`src/hdl/symmetric_difference_engine_macros.svh`:
```
// Assertion macros for the symmetric difference engine.
// Used by the top level only; expects a clock named clk and a reset named rst.
`ifndef SYMMETRIC_DIFFERENCE_ENGINE_MACROS_SVH
`define SYMMETRIC_DIFFERENCE_ENGINE_MACROS_SVH

// checked only outside reset
`define SDE_ASSERT(lbl, prop, msg) \
  lbl: assert property (@(posedge clk) disable iff (rst) prop) else $error(msg);

// checked at every edge, reset included
`define SDE_ASSERT_ALWAYS(lbl, prop, msg) \
  lbl: assert property (@(posedge clk) prop) else $error(msg);

`endif

```
`src/hdl/sde_pkg.sv`:
```
// Shared constants for the symmetric difference engine.
// No dependencies.
package sde_pkg;

  localparam int VALUE_W = 32;
  localparam int CMD_W   = 2;

  localparam logic [CMD_W-1:0] CMD_LOAD_A = 2'd0;
  localparam logic [CMD_W-1:0] CMD_LOAD_B = 2'd1;
  localparam logic [CMD_W-1:0] CMD_FINISH = 2'd2;

  typedef logic [VALUE_W-1:0] value_t;

endpackage

```
`src/hdl/symmetric_difference_engine.sv`:
```
// channel | dir | tdata         | tuser                    | tlast
// s_*     | in  | value[31:0]   | cmd[1:0]                 | -
// m_*     | out | result[31:0]  | [0] empty_res [1] overflow | last
//
// A load item is written straight into its list memory, or dropped if that list is full.
// A finish walks each list element: fetch (ELEM, CAP), then a scan over
// max(index, other list count) entries through the single read port of each
// memory, then TAIL and DECIDE to close; the walk waits while the output
// stalls. s_tready is low for the whole finish.
// Reset clears counts and control only; the list memories need no clearing.
// Top level of the symmetric difference engine; uses sde_pkg and the macro header.
`include "symmetric_difference_engine_macros.svh"

module symmetric_difference_engine
  import sde_pkg::*;
#(
  parameter int LIST_DEPTH = 16
) (
  input  logic         clk,
  input  logic         rst,
  input  logic         s_tvalid,
  output logic         s_tready,
  input  logic [31:0]  s_tdata,   // [31:0] value
  input  logic [1:0]   s_tuser,   // [1:0] cmd
  output logic         m_tvalid,
  input  logic         m_tready,
  output logic [31:0]  m_tdata,   // [31:0] result_value
  output logic [1:0]   m_tuser,   // [0] empty_res, [1] overflow
  output logic         m_tlast
);

  localparam int AW = (LIST_DEPTH > 1) ? $clog2(LIST_DEPTH) : 1;
  localparam int CW = $clog2(LIST_DEPTH + 1);

  localparam logic [2:0] ST_IDLE   = 3'd0;
  localparam logic [2:0] ST_ELEM   = 3'd1;
  localparam logic [2:0] ST_CAP    = 3'd2;
  localparam logic [2:0] ST_SCAN   = 3'd3;
  localparam logic [2:0] ST_TAIL   = 3'd4;
  localparam logic [2:0] ST_DECIDE = 3'd5;
  localparam logic [2:0] ST_DONE   = 3'd6;

  value_t mem_a [LIST_DEPTH];
  value_t mem_b [LIST_DEPTH];
  value_t rd_a, rd_b;

  logic [2:0]    state;
  logic [CW-1:0] cnt_a, cnt_b;
  logic          dropped;
  logic          phase;      // 0: walking list one, 1: list two
  logic [CW-1:0] idx;
  logic [CW-1:0] scan_j;
  logic [CW-1:0] scan_n;
  logic [AW-1:0] jd;
  logic          dv;
  logic          hit;
  value_t        cur;
  logic          pend_v;
  value_t        pend;

  logic          s_acc;
  logic          out_free;
  logic          load_out;
  value_t        out_val;
  logic          out_last, out_empty;
  logic [AW-1:0] rd_addr;
  logic [CW-1:0] own_cnt, oth_cnt, scan_len;
  value_t        own_rd, oth_rd;
  logic          match;

  assign s_tready = (state == ST_IDLE);
  assign s_acc    = s_tvalid && s_tready;
  assign out_free = !m_tvalid || m_tready;

  assign own_cnt  = phase ? cnt_b : cnt_a;
  assign oth_cnt  = phase ? cnt_a : cnt_b;
  assign own_rd   = phase ? rd_b : rd_a;
  assign oth_rd   = phase ? rd_a : rd_b;
  assign scan_len = (idx > oth_cnt) ? idx : oth_cnt;
  assign rd_addr  = (state == ST_SCAN) ? scan_j[AW-1:0] : idx[AW-1:0];

  // earlier copy in own list, or present in the other list
  assign match = ((CW'(jd) < idx) && (own_rd == cur)) ||
                 ((CW'(jd) < oth_cnt) && (oth_rd == cur));

  // list memories: writes only while idle; the read registers load every cycle
  always_ff @(posedge clk) begin
    if (s_acc && s_tuser == CMD_LOAD_A && cnt_a < CW'(LIST_DEPTH)) begin
      mem_a[cnt_a[AW-1:0]] <= s_tdata;
    end
    if (s_acc && s_tuser == CMD_LOAD_B && cnt_b < CW'(LIST_DEPTH)) begin
      mem_b[cnt_b[AW-1:0]] <= s_tdata;
    end
    rd_a <= mem_a[rd_addr];
    rd_b <= mem_b[rd_addr];
  end

  // what goes into the output register this cycle
  always_comb begin
    load_out  = 1'b0;
    out_val   = pend;
    out_last  = 1'b0;
    out_empty = 1'b0;
    unique case (state)
      ST_DECIDE: begin
        load_out = !hit && pend_v && out_free;
      end
      ST_DONE: begin
        load_out  = out_free;
        out_last  = 1'b1;
        out_empty = !pend_v;
        out_val   = pend_v ? pend : '0;
      end
      default: begin
        load_out = 1'b0;
      end
    endcase
  end

  always_ff @(posedge clk) begin
    if (rst) begin
      state   <= ST_IDLE;
      cnt_a   <= '0;
      cnt_b   <= '0;
      dropped <= 1'b0;
      phase   <= 1'b0;
      idx     <= '0;
      scan_j  <= '0;
      dv      <= 1'b0;
      hit     <= 1'b0;
      pend_v  <= 1'b0;
    end else begin
      dv <= (state == ST_SCAN);
      if (state == ST_CAP) begin
        hit <= 1'b0;
      end else if (dv && match) begin
        hit <= 1'b1;
      end

      unique case (state)
        ST_IDLE: begin
          if (s_acc) begin
            priority if (s_tuser == CMD_LOAD_A) begin
              if (cnt_a < CW'(LIST_DEPTH)) cnt_a <= cnt_a + 1'b1;
              else                         dropped <= 1'b1;
            end else if (s_tuser == CMD_LOAD_B) begin
              if (cnt_b < CW'(LIST_DEPTH)) cnt_b <= cnt_b + 1'b1;
              else                         dropped <= 1'b1;
            end else if (s_tuser == CMD_FINISH) begin
              phase <= 1'b0;
              idx   <= '0;
              state <= ST_ELEM;
            end else begin
              state <= ST_IDLE;
            end
          end
        end
        ST_ELEM: begin
          if (idx < own_cnt) begin
            state <= ST_CAP;
          end else if (!phase) begin
            phase <= 1'b1;
            idx   <= '0;
          end else begin
            state <= ST_DONE;
          end
        end
        ST_CAP: begin
          scan_j <= '0;
          state  <= (scan_len == '0) ? ST_DECIDE : ST_SCAN;
        end
        ST_SCAN: begin
          scan_j <= scan_j + 1'b1;
          if (scan_j == scan_n - 1'b1) state <= ST_TAIL;
        end
        ST_TAIL: begin
          state <= ST_DECIDE;
        end
        ST_DECIDE: begin
          if (hit) begin
            idx   <= idx + 1'b1;
            state <= ST_ELEM;
          end else if (!pend_v || out_free) begin
            pend_v <= 1'b1;
            idx    <= idx + 1'b1;
            state  <= ST_ELEM;
          end
        end
        ST_DONE: begin
          if (out_free) begin
            pend_v  <= 1'b0;
            cnt_a   <= '0;
            cnt_b   <= '0;
            dropped <= 1'b0;
            state   <= ST_IDLE;
          end
        end
        default: begin
          state <= ST_IDLE;
        end
      endcase
    end
  end

  // datapath registers
  always_ff @(posedge clk) begin
    jd <= scan_j[AW-1:0];
    if (state == ST_CAP) begin
      cur    <= own_rd;
      scan_n <= scan_len;
    end
    if (state == ST_DECIDE && !hit && (!pend_v || out_free)) begin
      pend <= cur;
    end
  end

  // output register
  always_ff @(posedge clk) begin
    if (rst) begin
      m_tvalid <= 1'b0;
    end else if (load_out) begin
      m_tvalid <= 1'b1;
    end else if (m_tready) begin
      m_tvalid <= 1'b0;
    end
  end

  always_ff @(posedge clk) begin
    if (load_out) begin
      m_tdata <= out_val;
      m_tlast <= out_last;
      m_tuser <= {dropped, out_empty};
    end
  end

  `SDE_ASSERT(a_cnt_range, (cnt_a <= CW'(LIST_DEPTH)) && (cnt_b <= CW'(LIST_DEPTH)), "list count beyond depth")
  `SDE_ASSERT_ALWAYS(a_reset_idle, rst |=> (state == ST_IDLE && !m_tvalid && !pend_v), "not idle after reset")
  `SDE_ASSERT(a_pend_in_finish, pend_v |-> (state != ST_IDLE), "pending result left after finish")
  `SDE_ASSERT(a_empty_is_last, (m_tvalid && m_tuser[0]) |-> (m_tlast && m_tdata == '0), "empty result malformed")
  `SDE_ASSERT(a_done_clears, (state == ST_DONE && out_free) |=> (cnt_a == '0 && cnt_b == '0 && !dropped), "finish did not clear job state")

endmodule
```
`config.mk`:
```
export PLATFORM = sky130hd
export DESIGN_NAME = symmetric_difference_engine
export DESIGN_NICKNAME = d
export VERILOG_FILES = /design/src/hdl/sde_pkg.sv /design/src/hdl/symmetric_difference_engine.sv
export VERILOG_INCLUDE_DIRS = /design/src /design/src/hdl
export SDC_FILE = /design/constraint.sdc
export NUM_CORES = 1
export LEC_CHECK = 0
export BUFFER_PORTS_ARGS = -buffer_cell sky130_fd_sc_hd__buf_2
export CAP_MARGIN = 20
export CORE_AREA = 2 2 311 313
export CTS_CLUSTER_DIAMETER = 150
export CTS_CLUSTER_SIZE = 28
export DETAILED_ROUTE_END_ITERATION = 16
export DIE_AREA = 0 0 313 315
export PLACE_DENSITY = 0.69
export SLEW_MARGIN = 20
export SYNTH_ARGS = -nofsm -noshare
export SYNTH_HDL_FRONTEND = slang
export SYNTH_SLANG_ARGS = --single-unit
```
`constraint.sdc`:
```
create_clock -name clk -period 4.3 [get_ports clk]
set_clock_uncertainty 0.1 [all_clocks]
set_input_delay 0.43 -clock clk [delete_from_list [all_inputs] [get_ports clk]]
set_output_delay 0.43 -clock clk [all_outputs]
set_load 0.005 [all_outputs]
```
==> metrics.yaml, run 1 <==
clocking:
  cts.sinks: 1225
  cts_tree: "yes"
  cts_buffers: 49
  worstSkewPairLatency_ps: 640
  clockBufferDepth: 3
  hold_buffers: 0
  postCtsSetupBuffers: 0
  htree_levels: 2
  post_cts_resized: 0
  cts_root_buffer: "clkbuf_16"
  clkTransAtPathRegs_ps: 110
placement:
  place_ws_ps: 697
  postPlaceCellArea_mm2: 0.0503
  globalplace.congestion: 0.829
  portBuffers: 74
  place_hpwl_um: 68200
min_path:
  hp-class: "in2reg"
route:
  num_vias: 23100
  avgViaCountPerCell: 6.02
  drt_iter0_markers: 2581
  post_drt_wl_per_cell_um: 27.3
  drc: 0
  drt-total-wl_um: 105000
  drtPass1Iterations: 5
  ant_nets: 0
power_and_ir_drop:
  switching_share: 0.215
  vdd_drop_max_mv: 0.305
  clkPwrFrac: 0.276
  p_per_area_mw_per_mm2: 398
  internal-power_w: 0.0162
  p_leak_nw: 16.6
  power_frac_seq: 0.653
  power_frac_comb: 0.071
  switchingPower_w: 0.00444
worst_setup_path:
  endpoint_kind: "flip-flop"
  crit_type: "reg2reg"
  startpoint_type: "flip-flop"
  critPathRequiredTime_ps: 4660
  critPathMaxFanout: 36
  arrival_ps: 3990
sta:
  tns_ps: 0
  worst_pin_slew_ps: 982
  final.setup.worst_slack_ps: 667
  grt_setup_unrepaired: "no"
  finalCritPeriodShare: 0.845
  hold_viol: 0
  min_period_ps: 3630
  whs_ps: 83.4
  slew_viol_final: 0
  relSlewSlack: 0.331
  setup_viol: 0
  fmax_mhz: 275
synthesis:
  yosys.area.top_type: "edfxtp_1"
  yosysWarnings: 0
  synthCells: 2387
  yosysMostFrequentCell: "edfxtp_1"
  seq_area_frac_synth: 0.756
  ys_top_cells_by_count: "edfxtp_1 (1128), mux4_2 (256), nand2_1 (158), dfxtp_1 (97), a31oi_1 (67)"
  ys.flop_type: "edfxtp_1"
  synthArstFlopShare: 0
  synth.top_cell.area_share: 0.715
  ys_seq_elements: 1225
  syn_area_per_cell_um2: 19.9
  synth_top_cells_by_area: "edfxtp_1 (71%), mux4_2 (12%), dfxtp_1 (4.1%)"
  synth_fp_nets: 2451
  synth-edff-count: 1128
  synth_cell_types: 58
  syn_area_mm2: 0.0474
cells_and_area:
  areaGrowthSynthToFinish_pct: 9.12
  utilization: 0.540
  stdcell_area_mm2: 0.0517
  fin_nets: 2578
  fill_cells: 7242
  drive_above_1_share: 0.233
grt:
  gr-total-overflow: 0
  grt_pass1_vias: 22900
  grt_pass1_wl_um: 155000
  use_met3: 0.0322
  antenna_found_initial: 11
  grtUsageMet1: 0.313
  grt_max_degree: 63
  grtUsageTotal: 0.214
  grt-busiest-layer: "met2"
  gr-usage-met2: 0.346
run_status:
  outcome: "finished, final reports clean"
die:
  io_pins: 75
  die_width_um: 313
  coreArea_mm2: 0.0957
  start_util: 0.495
  rows: 114
  die_y_um: 315
  die-area_mm2: 0.0986
flow_run:
  drv_cap: 0
==> registers in the layout (all words and copies together) (netlist names), 32 cells and up <==
register	cells
mem_a	512
pend	32
cur	32
rd_b	32
mem_b	512
m_tdata	32
rd_a	32
==> worst paths after layout <==
| path | startpoint | end | slack (ps) | cells after the start |
|---|---|---|---|---|
| max | state[1]$_SDFFE_PP0P_ | rd_b[14]$_DFF_P_ | 670 | 8 |
| min | rst | scan_j[2]$_SDFFE_PP0P_ | 80 | 2 |
| max reg2reg | state[1]$_SDFFE_PP0P_ | rd_b[14]$_DFF_P_ | 670 | 8 |
| min reg2reg | dropped$_SDFFE_PP0P_ | m_tuser[1]$_DFFE_PP_ | 360 | 0 |
==> routing by layer <==
metal	routed length, um	part of all wire
met4	2030	0.019
met1	43800	0.42
met2	50600	0.48
met5	27	0.00026
met3	8300	0.079
==> worst max-delay path, cell delays in order, from the launching register on <==
cell	delay [ps]
dfxtp_1	590
nor2b_4	320
nand2_4	110
mux2i_4	770
buf_12	380
mux4_2	530
and2_1	160
a211oi_1	270
a31oi_1	180
==> power by group through the flow <==
stage	Sequential [W]	Clock (W)	Combinational, W
2_1_floorplan	0.0136	0	0.00103
3_3_place_gp	0.0137	0	0.00142
3_5_place_dp	0.0137	0	0.00146
4_1_cts	0.0134	0.00581	0.00147
5_1_grt	0.0135	0.00617	0.00158
6_report	0.0135	0.00569	0.00146
==> per-stage QoR <==
| stage | cells | power [W] |
|---|---|---|
| 3_3_place_gp | 3739 | 0.0151 |
| 6_report | 3834 | 0.0206 |
| 5_1_grt | 3831 | 0.0212 |
| 2_1_floorplan | 2387 | 0.0146 |
| 4_1_cts | 3829 | 0.0207 |
| 3_5_place_dp | 3739 | 0.0152 |
==> area by class of cell <==
class                      count  area (um2)  share of cell area
clock buffer                  87        1410              0.0273
inverter                      20        75.1             0.00145
timing repair buffer         199        1610              0.0311
clock inverter                 3        43.8            0.000847
multi-input combinational   1019       11200               0.216
antenna                        5        12.5            0.000242
sequential                  1225       35800               0.692
tap                         1276        1600              0.0309
==> cells by family after synthesis <==
| family | share of synthesized area |
|---|---|
| xor+xnor | 0.0142 |
| buf+inv | 0.0154 |
| compound gates | 0.0275 |
| flops | 0.756 |
| simple gates | 0.0399 |
| mux | 0.141 |
| fa+ha+maj | 0.00686 |
==> placed cells by master, fill, tap and decap left out, drive strengths merged, types with 2 or more instances in the layout <==
| cell | instances |
|---|---|
| nor2 | 54 |
| a21oi | 19 |
| inv | 21 |
| mux2i | 49 |
| a41oi | 3 |
| a21boi | 2 |
| and2 | 65 |
| mux4 | 256 |
| edfxtp | 1128 |
| buf | 199 |
| nand2b | 10 |
| a211oi | 65 |
| a21o | 7 |
| dfxtp | 97 |
| a31oi | 67 |
| mux2 | 35 |
| nand3 | 4 |
| or3 | 2 |
| or2 | 3 |
| o2111ai | 3 |
| nand2 | 159 |
| nor3 | 17 |
| nand4 | 21 |
| nor4 | 9 |
| o21ai | 10 |
| xnor2 | 38 |
| ha | 26 |
| clkbuf | 87 |
| nor2b | 34 |
| xor2 | 39 |
| diode | 5 |
| or4b | 2 |
Note: power is estimated with default switching activity, not from simulation.
==> run 2, diff against run 1 <==
--- a/config.mk
+++ b/config.mk
@@ -13,7 +13,7 @@
 export CTS_CLUSTER_SIZE = 28
 export DETAILED_ROUTE_END_ITERATION = 16
 export DIE_AREA = 0 0 313 315
-export PLACE_DENSITY = 0.69
+export PLACE_DENSITY = 0.66
 export SLEW_MARGIN = 20
 export SYNTH_ARGS = -nofsm -noshare
 export SYNTH_HDL_FRONTEND = slang
==> constraint.sdc (replaced) <==
create_clock -name clk -period 3.63 [get_ports clk]
set_clock_uncertainty 0.1 [all_clocks]
set_input_delay 0.363 -clock clk [delete_from_list [all_inputs] [get_ports clk]]
set_output_delay 0.363 -clock clk [all_outputs]
set_load 0.005 [all_outputs]
==> run 2 against run 1 <==
Register-to-register slack got worse by 300 ps. Clock-buffer cell count increased by 1. Sequential power increased by 18%. Non-clock buffer count decreased by 25. Critical endpoint is now mem_a[5][19]$_DFFE_PP_. Fmax increased by 11%. Design area increased by 0.34%. Setup slack got worse by 300 ps. Sequential share of layout area decreased by 0.23 points. Total power increased by 19%.
==> metrics.yaml, run 2 (synthesis results as in run 1) <==
cells_and_area:
  areaGrowthSynthToFinish_pct: 9.49
  stdcell_area_mm2: 0.0519  # +0.34%
  fin_nets: 2553  # -0.97%
  fill_cells: 7238  # -0.055%
  most-common-layout-cells: "edfxtp_1 (1128), mux4_2 (256), nand2_1 (158), dfxtp_1 (96), buf_2 (74)"
  final_common_cell: "edfxtp_1"
  drive_above_1_share: 0.224  # -0.00886
power_and_ir_drop:
  p_per_area_mw_per_mm2: 472  # +18%
  vdd_drop_max_mv: 0.377  # +23%
  p_leak_nw: 16.5  # -0.55%
sta:
  worst_pin_slew_ps: 992  # +10.3 ps
  fmax_mhz: 306  # +11%
  slew_viol_final: 0  # unchanged
  setup_viol: 0  # unchanged
  hold_viol: 0  # unchanged
  relSlewSlack: 0.337  # +0.00565
  min_period_ps: 3270  # -367 ps
  grt_setup_unrepaired: "no"
  tns_ps: 0  # unchanged
  finalCritPeriodShare: 0.900  # +0.0548
worst_setup_path:
  cpMaxStageDelayCell: "nor3_1"
  critPathTopFamily: "simple AND/OR/NAND/NOR gates"
  max_stage_delay_ps: 650  # -120 ps
  startpoint_type: "flip-flop"
  critical_path_buf_inv_count: 2  # +1
  crit_type: "reg2reg"
  arrival_ps: 3490  # -500 ps
  endpoint_kind: "flip-flop"
  crit_chain: "buf_4 > nor4_1 > nand2_1 > nor3_1 > nand2_1 > nor2_4 > buf_4"
  critPathRequiredTime_ps: 3850  # -810 ps
  critPathMaxFanout: 19  # -47%
min_path:
  hp-class: "in2reg"
route:
  ant_nets: 0  # unchanged
  drtPass1Iterations: 7  # +2
  drc: 0  # unchanged
  post_drt_wl_per_cell_um: 29.9  # +9.5%
  avgViaCountPerCell: 6.16  # +2.3%
  drt_iter0_markers: 2969  # +15%
  num_vias: 23400  # +1.6%
  drt-total-wl_um: 114000  # +8.7%
run_status:
  outcome: "finished, final reports clean"
grt:
  grt_max_degree: 81  # +29%
  grt_pass1_wl_um: 165000  # +6.9%
  grtUsageTotal: 0.232  # +0.0185
  gr-total-overflow: 0  # unchanged
  antenna_found_initial: 5  # -6
  grt_pass1_vias: 23000  # +0.56%
clocking:
  cts_buffers: 49  # unchanged
  htree_levels: 2  # unchanged
  cts_tree: "yes"
  hold_buffers: 2  # +2
  cts_root_buffer: "clkbuf_16"
  worstSkewPairLatency_ps: 660  # +20 ps
  post_cts_resized: 0  # unchanged
  cts.sinks: 1225  # unchanged
  postCtsSetupBuffers: 0  # unchanged
  clkTransAtPathRegs_ps: 110  # about the same
  clockBufferDepth: 3  # unchanged
placement:
  postPlaceCellArea_mm2: 0.0504  # +0.37%
  place_hpwl_um: 64800  # -5.0%
  portBuffers: 74  # unchanged
  globalplace.congestion: 0.850  # +2.6%
die:
  die_y_um: 315  # unchanged
  die-area_mm2: 0.0986  # unchanged
  start_util: 0.495  # unchanged
  io_pins: 75  # unchanged
  rows: 114  # unchanged
  coreArea_mm2: 0.0957  # unchanged
  die_width_um: 313  # unchanged
flow_run:
  drv_cap: 0  # unchanged
run 2: cell types whose count changed in the layout (fill, tap and decap cells not counted), moves of 2 or more:
cell / change
buf_4: -54
buf_12: +27
nor3_2: -8
nor3_4: +8
diode_2: -4
clkbuf_1: +2
dlygate4sd3_1: +2
run 2: per-stage QoR:
step           total power [W]  instances  worst slack, ps   util  hold slack, ps
2_1_floorplan           0.0173       2387             90.6      -             229
3_3_place_gp            0.0180       3712              462  0.527             333
3_5_place_dp            0.0180       3712              450  0.527             340
4_1_cts                 0.0246       3805              424  0.542            23.3
5_1_grt                 0.0252       3805              213  0.542            65.2
6_report                0.0245       3806              364  0.542            45.8
run 2: final cells by class:
cell class                      instances  area (um2)  area share
Inverter                               20        75.1     0.00145
Timing Repair Buffer                  174        1760      0.0340
Sequential cell                      1225       35800       0.690
Clock buffer                           88        1390      0.0269
Antenna cell                            1        2.50   0.0000482
Multi-Input combinational cell       1019       11200       0.216
Clock inverter                          3        45.0    0.000868
Tap cell                             1276        1600      0.0308
run 2: path summary, 6_finish.rpt:
path                              start                endpoint  slack, ps  cells after the start
setup reg to reg  state[2]$_SDFFE_PP0P_  mem_a[5][19]$_DFFE_PP_        360                      7
hold / removal               s_tuser[1]    dropped$_SDFFE_PP0P_         50                      5
hold reg to reg    dropped$_SDFFE_PP0P_    m_tuser[1]$_DFFE_PP_        360                      0
setup / recovery  state[2]$_SDFFE_PP0P_  mem_a[5][19]$_DFFE_PP_        360                      7
run 2: tightest hold or removal path: stages:
cell and delay [ps]:
buf_2 100, nor4_1 70, nand2_1 80, a31oi_1 80, nor2_1 80
run 2: metal layers:
layer | vias to the layer above | routed length [um] | track usage
li1 | 9773 | - | -
met1 | 12600 | 47500 | 0.343
met2 | 975 | 54700 | 0.374
met3 | 130 | 8910 | 0.0301
met4 | 8 | 2690 | 0.0522
met5 | - | 41 | 0
run 2: where the power goes:
part	internal [W]	switching, W	leakage (nW)
Clock	0.00266	0.00410	0.682
Combinational	0.000747	0.00105	4.85
Sequential	0.0157	0.000255	11.0
Total	0.0191	0.00541	16.5
